## config.mk

```make
export PLATFORM = sky130hd
export DESIGN_NAME = voltage_qualification_rate_top
export DESIGN_NICKNAME = d
export VERILOG_FILES = /design/src/hdl/vqr_pkg.sv /design/src/hdl/voltage_qualification_rate_top.sv
export SDC_FILE = /design/constraint.sdc
export NUM_CORES = 2
export LEC_CHECK = 0
export ABC_AREA = 1
export BUFFER_PORTS_ARGS = -buffer_cell sky130_fd_sc_hd__buf_2
export CAP_MARGIN = 20
export CORE_ASPECT_RATIO = 0.9
export CORE_MARGIN = 3
export CORE_UTILIZATION = 30
export CTS_BUF_LIST = sky130_fd_sc_hd__clkbuf_8
export CTS_CLUSTER_SIZE = 28
export DETAILED_ROUTE_END_ITERATION = 7
export PLACE_DENSITY_LB_ADDON = 0.05
export SYNTH_ARGS = -nofsm -noshare
export SYNTH_HDL_FRONTEND = slang
export SYNTH_SLANG_ARGS = --single-unit
```

## constraint.sdc

```tcl
create_clock -name clk -period 11.1 [get_ports clk]
set_clock_uncertainty 0.2 [all_clocks]
set_input_delay 0.555 -clock clk [delete_from_list [all_inputs] [get_ports clk]]
set_output_delay 0.555 -clock clk [all_outputs]
set_load 0.02 [all_outputs]
```

## src/hdl/vqr_pkg.sv

```systemverilog
// ----------------------------------------------------------------------------
// vqr_pkg
// Types and constants shared by the voltage qualification rate monitor.
// ----------------------------------------------------------------------------
package vqr_pkg;

  localparam int PhaseCountDef    = 3;
  localparam int WindowSecondsDef = 60;
  localparam int StartupTicksDef  = 5;

  localparam logic [13:0] UpperReset     = 14'd2640;
  localparam logic [13:0] LowerReset     = 14'd1540;
  localparam logic [13:0] QualUpperReset = 14'd2354;
  localparam logic [13:0] QualLowerReset = 14'd2046;

  localparam logic [13:0] RateFull   = 14'd10000;
  localparam logic [19:0] SumMax     = 20'hFFFFF;
  localparam logic [10:0] DayCntMax  = 11'h7FF;
  localparam logic [15:0] MonCntMax  = 16'hFFFF;

  // Register indexes
  localparam logic [2:0] RegUpper     = 3'd0;
  localparam logic [2:0] RegLower     = 3'd1;
  localparam logic [2:0] RegQualUpper = 3'd2;
  localparam logic [2:0] RegQualLower = 3'd3;
  localparam logic [2:0] RegThreeWire = 3'd4;

  // Level codes
  localparam logic [2:0] LvlOverUpper = 3'd0;
  localparam logic [2:0] LvlOverQual  = 3'd1;
  localparam logic [2:0] LvlQual      = 3'd2;
  localparam logic [2:0] LvlUnderQual = 3'd3;
  localparam logic [2:0] LvlUnderLow  = 3'd4;

  typedef struct packed {
    logic [5:0]  clock_second;
    logic [5:0]  clock_minute;
    logic [4:0]  clock_hour;
    logic [4:0]  clock_day;
    logic [15:0] volt_a_bcd;
    logic [15:0] volt_b_bcd;
    logic [15:0] volt_c_bcd;
    logic        clear_daily;
    logic        clear_monthly;
  } vqr_in_t;

  typedef struct packed {
    logic [1:0]  phase_index;
    logic [2:0]  level_status;
    logic [13:0] day_pass_rate;
    logic [13:0] day_exceed_rate;
    logic [13:0] month_pass_rate;
    logic [13:0] month_exceed_rate;
    logic [10:0] day_above_minutes;
    logic [10:0] day_below_minutes;
    logic [15:0] month_above_minutes;
    logic [15:0] month_below_minutes;
    logic        last_of_tick;
  } vqr_out_t;

  // Four nibbles weighted as decimal digits, no digit check
  function automatic logic [15:0] bcd_value(input logic [15:0] v);
    logic [15:0] r;
    r = 16'(v[15:12]) * 16'd1000 + 16'(v[11:8]) * 16'd100
      + 16'(v[7:4]) * 16'd10 + 16'(v[3:0]);
    return r;
  endfunction

endpackage

```

## src/hdl/voltage_qualification_rate_top.sv

```systemverilog
// ----------------------------------------------------------------------------
// voltage_qualification_rate_top
// Per-phase voltage qualification monitor with day and month rates.
// ----------------------------------------------------------------------------
// Usage: one transfer on the in_ channel per one-second tick. A tick repeating
// the previous second, or one of the first STARTUP_TICKS ticks, gives no
// result and leaves in_ready high; any other tick gives PHASE_COUNT results
// on out_, phase 0 first, last_of_tick set on the final one. cfg_ writes are
// to be made by the user only while the block is idle; it does not enforce it.
// Sequence: each phase goes through one shared restoring divider: day rate
// (25 steps) and month rate (29 steps), plus the average (20 steps and a
// classify state) when the window closes, but not for phase 1 in three-wire
// mode. in_ready is low from acceptance until the last result transfer of
// the tick and returns the cycle after it.
// The result register holds its item while out_ready is low; the sequencer
// waits there. Reset (rst_n low, synchronous) restores the register defaults
// and zeroes all counters, sums and the second history.
// ----------------------------------------------------------------------------
module voltage_qualification_rate_top
  import vqr_pkg::*;
#(
  parameter int PHASE_COUNT    = PhaseCountDef,
  parameter int WINDOW_SECONDS = WindowSecondsDef,
  parameter int STARTUP_TICKS  = StartupTicksDef
) (
  input  logic     clk,
  input  logic     rst_n,
  input  logic     in_valid,
  output logic     in_ready,
  input  vqr_in_t  in_data,
  output logic     out_valid,
  input  logic     out_ready,
  output vqr_out_t out_data,
  input  logic     cfg_we,
  input  logic [2:0]  cfg_index,
  input  logic [13:0] cfg_wdata
);

  localparam int PW = (PHASE_COUNT > 1) ? $clog2(PHASE_COUNT) : 1;
  localparam logic [2:0] StartupMax = 3'(STARTUP_TICKS);
  localparam logic [6:0] WindowLim  = 7'(WINDOW_SECONDS);

  typedef enum logic [2:0] {
    S_IDLE, S_LOAD, S_AVG, S_CLS, S_DLOAD, S_DAY, S_MON, S_OUT
  } state_t;

  state_t state_r;

  // configuration
  logic [13:0] upper_r, lower_r, qupper_r, qlower_r;
  logic        three_wire_r;

  // tick state
  logic [5:0]  prev_sec_r;
  logic [2:0]  startup_r;
  logic [5:0]  win_sec_r;
  logic [6:0]  samp_cnt_r;
  logic [19:0] vsum_r      [PHASE_COUNT];
  logic [10:0] day_above_r [PHASE_COUNT];
  logic [10:0] day_below_r [PHASE_COUNT];
  logic [15:0] mon_above_r [PHASE_COUNT];
  logic [15:0] mon_below_r [PHASE_COUNT];

  // per-tick latches
  vqr_in_t     tick_r;
  logic        closing_r;
  logic [7:0]  samples_r;
  logic [10:0] day_min_r;
  logic [15:0] mon_min_r;
  logic [PW-1:0] ph_r;
  logic [2:0]  lvl_r;
  logic [13:0] de_r;
  vqr_out_t    out_r;
  logic        out_valid_r;

  // shared restoring divider: dividend shifts out of dq_r, quotient bits in
  logic [28:0] dq_r;
  logic [15:0] drem_r;
  logic [15:0] dden_r;
  logic [4:0]  dcnt_r;

  logic [16:0] rem_sh;
  logic        rem_ge;
  logic [15:0] rem_nxt;
  logic [28:0] dq_nxt;
  always_comb begin
    rem_sh  = {drem_r, dq_r[28]};
    rem_ge  = rem_sh >= {1'b0, dden_r};
    rem_nxt = rem_ge ? 16'(rem_sh - {1'b0, dden_r}) : rem_sh[15:0];
    dq_nxt  = {dq_r[27:0], rem_ge};
  end

  // elapsed-time arithmetic for the accepted tick; bit 7 marks a negative gap
  logic [7:0]  elapsed;
  logic [7:0]  samples_nxt;
  logic        closing_nxt;
  logic [10:0] day_min_nxt;
  logic [15:0] mon_min_nxt;
  logic [4:0]  dday;
  always_comb begin
    elapsed = 8'(in_data.clock_second) - 8'(prev_sec_r) + 8'(win_sec_r);
    if (in_data.clock_second < prev_sec_r)
      elapsed = elapsed + 8'd60;
    samples_nxt = 8'(samp_cnt_r) + 8'd1;
    closing_nxt = elapsed[7] || (elapsed[6:0] >= WindowLim);
    day_min_nxt = 11'(in_data.clock_hour) * 11'd60 + 11'(in_data.clock_minute) + 11'd1;
    dday        = (in_data.clock_day != 5'd0) ? in_data.clock_day - 5'd1 : 5'd0;
    mon_min_nxt = 16'(day_min_nxt) + 16'(dday) * 16'd1440;
  end

  // current phase voltage, added to its sum with saturation
  logic [15:0] vbcd;
  logic [20:0] acc_sum;
  logic [19:0] acc_sat;
  always_comb begin
    case (ph_r)
      PW'(0):  vbcd = tick_r.volt_a_bcd;
      PW'(1):  vbcd = tick_r.volt_b_bcd;
      default: vbcd = tick_r.volt_c_bcd;
    endcase
    acc_sum = 21'(vsum_r[ph_r]) + 21'(bcd_value(vbcd));
    acc_sat = acc_sum[20] ? SumMax : acc_sum[19:0];
  end

  // classify the average left by the average pass
  logic [19:0] avg;
  logic [2:0]  lvl_cls;
  always_comb begin
    avg = dq_r[19:0];
    if (avg >= 20'(upper_r))       lvl_cls = LvlOverUpper;
    else if (avg >= 20'(qupper_r)) lvl_cls = LvlOverQual;
    else if (avg <= 20'(lower_r))  lvl_cls = LvlUnderLow;
    else if (avg <= 20'(qlower_r)) lvl_cls = LvlUnderQual;
    else                           lvl_cls = LvlQual;
  end

  // bad minute totals clamped to the monitored time, scaled for the rates
  logic [11:0] dbad;
  logic [16:0] mbad;
  logic [10:0] dbad_c;
  logic [15:0] mbad_c;
  logic [24:0] dprod;
  logic [28:0] mprod;
  always_comb begin
    dbad   = 12'(day_above_r[ph_r]) + 12'(day_below_r[ph_r]);
    mbad   = 17'(mon_above_r[ph_r]) + 17'(mon_below_r[ph_r]);
    dbad_c = (dbad > 12'(day_min_r)) ? day_min_r : dbad[10:0];
    mbad_c = (mbad > 17'(mon_min_r)) ? mon_min_r : mbad[15:0];
    dprod  = 25'(dbad_c) * 25'(RateFull);
    mprod  = 29'(mbad_c) * 29'(RateFull);
  end

  assign in_ready  = (state_r == S_IDLE);
  assign out_valid = out_valid_r;
  assign out_data  = out_r;

  // sequencer, registers and counters
  always_ff @(posedge clk) begin
    if (!rst_n) begin
      state_r      <= S_IDLE;
      upper_r      <= UpperReset;
      lower_r      <= LowerReset;
      qupper_r     <= QualUpperReset;
      qlower_r     <= QualLowerReset;
      three_wire_r <= 1'b0;
      prev_sec_r   <= '0;
      startup_r    <= '0;
      win_sec_r    <= '0;
      samp_cnt_r   <= '0;
      out_valid_r  <= 1'b0;
      for (int i = 0; i < PHASE_COUNT; i++) begin
        vsum_r[i]      <= '0;
        day_above_r[i] <= '0;
        day_below_r[i] <= '0;
        mon_above_r[i] <= '0;
        mon_below_r[i] <= '0;
      end
    end else begin
      if (cfg_we) begin
        case (cfg_index)
          RegUpper:     upper_r      <= cfg_wdata;
          RegLower:     lower_r      <= cfg_wdata;
          RegQualUpper: qupper_r     <= cfg_wdata;
          RegQualLower: qlower_r     <= cfg_wdata;
          RegThreeWire: three_wire_r <= cfg_wdata[0];
          default: ;
        endcase
      end

      case (state_r)
        S_IDLE: begin
          if (in_valid) begin
            for (int i = 0; i < PHASE_COUNT; i++) begin
              if (in_data.clear_daily) begin
                day_above_r[i] <= '0;
                day_below_r[i] <= '0;
              end
              if (in_data.clear_monthly) begin
                mon_above_r[i] <= '0;
                mon_below_r[i] <= '0;
              end
            end
            if (in_data.clock_second != prev_sec_r) begin
              prev_sec_r <= in_data.clock_second;
              if (startup_r < StartupMax) begin
                startup_r <= startup_r + 3'd1;
              end else begin
                tick_r    <= in_data;
                closing_r <= closing_nxt;
                samples_r <= samples_nxt;
                day_min_r <= day_min_nxt;
                mon_min_r <= mon_min_nxt;
                if (closing_nxt) begin
                  win_sec_r  <= '0;
                  samp_cnt_r <= '0;
                end else begin
                  win_sec_r  <= elapsed[5:0];
                  samp_cnt_r <= samples_nxt[6:0];
                end
                ph_r    <= '0;
                state_r <= S_LOAD;
              end
            end
          end
        end
        S_LOAD: begin
          if (!closing_r) begin
            vsum_r[ph_r] <= acc_sat;
            lvl_r        <= LvlQual;
            state_r      <= S_DLOAD;
          end else if (three_wire_r && ph_r == PW'(1)) begin
            vsum_r[ph_r] <= '0;
            lvl_r        <= LvlQual;
            state_r      <= S_DLOAD;
          end else begin
            vsum_r[ph_r] <= '0;
            dq_r    <= {acc_sat, 9'd0};
            drem_r  <= '0;
            dden_r  <= 16'(samples_r);
            dcnt_r  <= 5'd19;
            state_r <= S_AVG;
          end
        end
        S_AVG: begin
          drem_r <= rem_nxt;
          dq_r   <= dq_nxt;
          dcnt_r <= dcnt_r - 5'd1;
          if (dcnt_r == 5'd0) state_r <= S_CLS;
        end
        S_CLS: begin
          // classify the average and bump the minute counters before the rates
          lvl_r <= lvl_cls;
          if (lvl_cls == LvlOverUpper || lvl_cls == LvlOverQual) begin
            if (day_above_r[ph_r] != DayCntMax) day_above_r[ph_r] <= day_above_r[ph_r] + 11'd1;
            if (mon_above_r[ph_r] != MonCntMax) mon_above_r[ph_r] <= mon_above_r[ph_r] + 16'd1;
          end else if (lvl_cls == LvlUnderQual || lvl_cls == LvlUnderLow) begin
            if (day_below_r[ph_r] != DayCntMax) day_below_r[ph_r] <= day_below_r[ph_r] + 11'd1;
            if (mon_below_r[ph_r] != MonCntMax) mon_below_r[ph_r] <= mon_below_r[ph_r] + 16'd1;
          end
          state_r <= S_DLOAD;
        end
        S_DLOAD: begin
          dq_r    <= {dprod, 4'd0};
          drem_r  <= '0;
          dden_r  <= 16'(day_min_r);
          dcnt_r  <= 5'd24;
          state_r <= S_DAY;
        end
        S_DAY: begin
          if (dcnt_r == 5'd0) begin
            de_r    <= dq_nxt[13:0];
            dq_r    <= mprod;
            drem_r  <= '0;
            dden_r  <= mon_min_r;
            dcnt_r  <= 5'd28;
            state_r <= S_MON;
          end else begin
            drem_r <= rem_nxt;
            dq_r   <= dq_nxt;
            dcnt_r <= dcnt_r - 5'd1;
          end
        end
        S_MON: begin
          if (dcnt_r == 5'd0) begin
            out_r.phase_index         <= 2'(ph_r);
            out_r.level_status        <= lvl_r;
            out_r.day_exceed_rate     <= de_r;
            out_r.day_pass_rate       <= RateFull - de_r;
            out_r.month_exceed_rate   <= dq_nxt[13:0];
            out_r.month_pass_rate     <= RateFull - dq_nxt[13:0];
            out_r.day_above_minutes   <= day_above_r[ph_r];
            out_r.day_below_minutes   <= day_below_r[ph_r];
            out_r.month_above_minutes <= mon_above_r[ph_r];
            out_r.month_below_minutes <= mon_below_r[ph_r];
            out_r.last_of_tick        <= (ph_r == PW'(PHASE_COUNT - 1));
            out_valid_r <= 1'b1;
            state_r     <= S_OUT;
          end else begin
            drem_r <= rem_nxt;
            dq_r   <= dq_nxt;
            dcnt_r <= dcnt_r - 5'd1;
          end
        end
        S_OUT: begin
          if (out_ready) begin
            out_valid_r <= 1'b0;
            if (ph_r == PW'(PHASE_COUNT - 1)) begin
              state_r <= S_IDLE;
            end else begin
              ph_r    <= ph_r + PW'(1);
              state_r <= S_LOAD;
            end
          end
        end
        default: state_r <= S_IDLE;
      endcase
    end
  end

endmodule

```

## After elaboration in Yosys (flattened, before gate mapping)

Memories as Yosys holds them, arrays and structs flattened. A register that Yosys moved wholly into a read port is not among the register bits.
Cells that the tools add are included.

- Register bits: 368
- Logic and storage cells: 303
- Latch bits: 0
- ROM bits: 0
- Bits of input ports: 94
- Memory bits (writable): 222
- Output and inout bits: 118
- Memories kept: 5

- Reduce and logical (&&, ||, !) cells: 37
- Order comparisons: 10
- Add/sub/neg operators: 24
- Shifts and indexed selects: 0
- Muxes and demuxes: 136
- Multipliers: 7
- Bitwise gates (word level): 15
- Divide/modulo/power cells: 0
- Equality and inequality tests: 33

Memory list:

| memory | words | width | read ports | clocked after memory_dff | wr ports | line | RTL |
|---|---|---|---|---|---|---|---|
| vsum_r | 3 | 20 | 1 | 1 | 3 | voltage_qualification_rate_top.sv:58 | `logic [19:0] vsum_r [PHASE_COUNT];` |
| mon_above_r | 3 | 16 | 1 | 1 | 3 | voltage_qualification_rate_top.sv:61 | `logic [15:0] mon_above_r [PHASE_COUNT];` |
| mon_below_r | 3 | 16 | 1 | 1 | 3 | voltage_qualification_rate_top.sv:62 | `logic [15:0] mon_below_r [PHASE_COUNT];` |
| day_above_r | 3 | 11 | 1 | 1 | 3 | voltage_qualification_rate_top.sv:59 | `logic [10:0] day_above_r [PHASE_COUNT];` |
| day_below_r | 3 | 11 | 1 | 1 | 3 | voltage_qualification_rate_top.sv:60 | `logic [10:0] day_below_r [PHASE_COUNT];` |

Operator list:

| cell | count |
|---|---|
| two-way mux 16 bit | 17 |
| one-hot mux 29 bit (5 select lines) | 1 |
| two-way mux 29 bit | 4 |
| two-way mux 11 bit | 9 |
| two-way mux 20 bit | 4 |
| one-hot mux 16 bit (5 select lines) | 1 |
| two-way mux 1 bit | 56 |
| one-hot mux 16 bit (3 select lines) | 1 |
| two-way mux 3 bit | 14 |
| >= comparator 20 x 14 -> 1 bit | 2 |
| less-or-equal comparator 20 x 14 -> 1 bit | 2 |
| adder 11 x 1 -> 11 bit (second input constant) | 3 |
| adder 16 x 1 -> 16 bit (second input constant) | 2 |
| inequality test 16 bit (second input constant) | 2 |
| one-hot mux 16 bit (2 select lines) | 1 |
| OR reduction 16 bit | 2 |
| two-way mux 2 bit | 15 |
| subtractor 14 bit (first input constant) | 2 |
| multiplier 16 x 10 -> 25 bit (second input constant) | 1 |
| two-way mux 5 bit | 5 |
| one-hot mux 5 bit (5 select lines) | 1 |
| one-hot mux 3 bit (8 select lines) | 1 |
| inequality test 11 bit (second input constant) | 2 |
| OR reduction 11 bit | 2 |
| 59 further kinds | 112 |

## Logic depth before layout (Yosys ltp)

- Depth after elaboration: 14
- Mapped depth: 57
- Depth with buffers taken out: 53

## Worst setup path before layout

OpenSTA, ideal clock, no wires.

- Path kind: register to register
- Start: register dcnt_r[0]
- End: register out_r (netlist bit out_data[0]), enable pin
- Buffers on the path: 0
- Arrival time: 8.624 ns
- Clock period less this slack: 9.551 ns
- Stages on the path, launching flop included: 7
- Slack: 1.549 ns
- Path through: edfxtp_1 > inv_1 > ha_1 > nand2_1 > nor2_1 > inv_1 > nor3_1

- Word-level cells in the longest chain between the ends: 2

RTL lines:

| element | line | RTL |
|---|---|---|
| from (decl) | voltage_qualification_rate_top.sv:80 | `logic [4:0] dcnt_r;` |
| from (signal assigned) | voltage_qualification_rate_top.sv:247 | `dcnt_r <= dcnt_r - 5'd1;` |
| from (signal assigned) | voltage_qualification_rate_top.sv:280 | `dcnt_r <= dcnt_r - 5'd1;` |
| from (signal assigned) | voltage_qualification_rate_top.sv:301 | `dcnt_r <= dcnt_r - 5'd1;` |
| zero test 5 bit | voltage_qualification_rate_top.sv:284 | `if (dcnt_r == 5'd0) begin` |
| AND reduction 3 bit (no source line) | - |  |
| to (decl) | voltage_qualification_rate_top.sv:73 | `vqr_out_t out_r;` |

No other way between the ends.
A chain may end at the register's enable or synchronous reset.

==> impl_metrics.env <==
export IMPL_max_stage_delay_ns=0.69
export IMPL_synth_fp_nets=4760
export IMPL_maxSlewHeadroom=0.2756
export IMPL_drcViolationCount=0
export IMPL_worst_pin_slew_ns=1.084
export IMPL_grt_overflow=0
export IMPL_io_pins=212
export IMPL_tns_ns=0
export IMPL_dr_pass1_iters=5
export IMPL_arrival_ns=10.47
export IMPL_fin_crit_ns=10.08
export IMPL_critPathTopFamily="adder cells"
export IMPL_critPathBufInv=8
export IMPL_clock_sinks=659
export IMPL_cp_required_ns=11.49
export IMPL_nets=5146
export IMPL_cp_max_fo=72
export IMPL_setup_viol=0
export IMPL_vias=30140
export IMPL_die_h_um=355.8
export IMPL_die_area_um2=140400
export IMPL_fillCellCount=13890
export IMPL_core_area_um2=134100
export IMPL_antenna_found_initial=7
export IMPL_clkTransAtPathRegs_ns=0.06
export IMPL_async_flop_share=0
export IMPL_grt_first_pass_wirelength_um=193500
export IMPL_maxCapViolCount=0
export IMPL_ff_latch_area_um2=18940
export IMPL_drive_gt1_frac=0.1287
export IMPL_viasPerCell=4.650
export IMPL_grt_setup_unrepaired="no"
export IMPL_port_buffers=211
export IMPL_slowest_stage="buf_4"
export IMPL_drv_slew=0
export IMPL_ys_flop_type="edfxtp_1"
export IMPL_yosys_warnings=0
export IMPL_dp_hpwl_um=95020
export IMPL_htree_levels=4
export IMPL_clkLatencyLatePin_ns=0.86
export IMPL_cts_buffers=130
export IMPL_crit_type="register to register"
export IMPL_post_cts_buffers=0
export IMPL_fin_crit_sh=0.9077
export IMPL_syn_area_um2=40790
export IMPL_worstSetupEndpointType="register"
export IMPL_avgSynthCellArea_um2=9.760
export IMPL_crit_top_cell="nand2_1"
export IMPL_num_rows=127
export IMPL_cts_root_buf="clkbuf_8"
export IMPL_clockBufferDepth=3
export IMPL_grt_max_degree=80
export IMPL_syn_to_final_growth_pct=16.53
export IMPL_dieWidth_um=394.7
export IMPL_run_status="finished, final reports clean"
export IMPL_gp_congestion=0.8365
export IMPL_hp_class="primary input to register"
export IMPL_routedWlPerCell_um=19.86
export IMPL_wirelength_um=128700
export IMPL_tritoncts="done"
export IMPL_multi_input_area_um2=18690
export IMPL_synthCells=4179
export IMPL_clock_fmax_mhz=99.25
export IMPL_postSynthRegisterBits=659
export IMPL_start_kind="register"
export IMPL_first_global_vias=30470
export IMPL_yosysSeqAreaShare=0.4643
export IMPL_synth_edff_count=574
export IMPL_hold_viol_final=0
export IMPL_drtIter0Drc=1800
export IMPL_track_usage=0.1828
export IMPL_postRouteAntennaNets=0
export IMPL_initial_core_util=0.3041
export IMPL_synth_distinct_cells=68
[tightest hold or removal path, stage by stage]
cell and delay (ns):
buf_2 0.13, ha_1 0.21, xor2_1 0.08
[Yosys cell counts, drive strengths merged (56+ instances only)]
| library cell | n | share of area |
|---|---|---|
| o21ai | 228 | 0.028 |
| clkbuf | 56 | 0.0052 |
| edfxtp | 574 | 0.42 |
| inv | 662 | 0.061 |
| ha | 397 | 0.12 |
| buf | 60 | 0.012 |
| nand2 | 624 | 0.058 |
| xor2 | 124 | 0.027 |
| fa | 90 | 0.044 |
| nor2 | 437 | 0.041 |
| nand3 | 138 | 0.019 |
| a21oi | 313 | 0.038 |
| dfxtp | 85 | 0.042 |
[logic make-up after synthesis]
kind of cell | share of synthesized area
AO/OA/AOI/OAI | 0.1125
flip-flops | 0.4643
buffers and inverters | 0.07890
XOR/XNOR | 0.03835
adder cells (fa/ha/maj) | 0.1660
AND/OR/NAND/NOR | 0.1400
[routing by layer]
layer	vias to the layer above	share of wire	track usage	routed length, µm
met2	552	0.44	0.2834	56670
met1	14420	0.49	0.2555	62690
met3	174	0.044	0.03670	5726
met5	-	0	0	0
met4	0	0.028	0.05832	3608
li1	14990	-	-	-
[flip-flops by register name (all words and copies together) (netlist names), 14 cells and up, named ones only]
| signal | flops |
|---|---|
| out_data | 114 |
| mon_above_r | 64 |
| day_below_r | 44 |
| dden_r | 16 |
| dq_r | 29 |
| mon_below_r | 64 |
| de_r | 14 |
| lower_r | 14 |
| upper_r | 14 |
| day_above_r | 44 |
| tick_r | 48 |
| drem_r | 16 |
| vsum_r | 80 |
| qupper_r | 14 |
| qlower_r | 14 |
[cell type report]
type	count	share of cell area
clock buffer	139	0.04025
sequential	659	0.3985
tap	1806	0.04754
clock inverter	97	0.01403
timing repair buffer	370	0.05349
multi-input combinational	2739	0.3931
antenna	6	0.0003159
inverter	665	0.05268
[layout by cell type, fill, tap and decap left out, types with 11 or more instances in the layout]
master	n
a211oi_1	11
a21o_1	14
a21oi_1	312
a22o_1	14
a31oi_1	13
a32o_1	11
a32oi_1	15
a32oi_2	12
buf_2	211
buf_4	67
clkbuf_8	139
clkinv_1	26
clkinv_2	20
dfxtp_1	84
dlygate4sd3_1	88
edfxtp_1	574
fa_1	90
ha_1	396
inv_1	662
inv_2	32
nand2_1	614
nand3_1	127
nand4_1	49
nor2_1	422
nor2_2	12
nor3_1	30
o211ai_1	23
o21a_1	11
o21ai_0	219
o21bai_1	11
o22ai_1	22
or2_2	18
xnor2_1	51
xor2_1	122
[what timing repair did]
| action | 4_1_cts | 5_1_grt |
|---|---|---|
| endpoints found under the hold margin | 122 | 0 |
| gates resized for setup | 0 | 5 |
| endpoints found under the setup margin | 0 | 6 |
| hold buffers | 88 | 0 |
[worst paths after layout]
check              startpoint            end  slack, ns  depth (start not counted)
setup reg to reg     register       dq_r[27]       1.02                         46
hold / removal    in_data[55]   day_min_r[2]       0.12                          3
setup / recovery     register       dq_r[27]       1.02                         46
hold reg to reg      lvl_r[1]  out_data[112]       0.23                          0
[metrics by stage]
step / cells / area, µm² / hold slack (ns) / setup WS, ns / util
after floorplan: 4179 / 40790 / 0.2003 / 1.549 / -
after global placement: 6145 / 43940 / 0.2194 / 1.036 / 0.3277
after detailed placement: 6147 / 43980 / 0.2196 / 0.8933 / 0.3279
after CTS: 6471 / 47440 / 0.02218 / 0.8334 / 0.3537
after global routing: 6477 / 47520 / 0.08397 / 0.006880 / 0.3543
final: 6481 / 47530 / 0.1175 / 1.024 / 0.3544
Power is left out: the tool's default activity adds up to more than one toggle a clock period on the data nets, which glitch-free logic cannot reach.
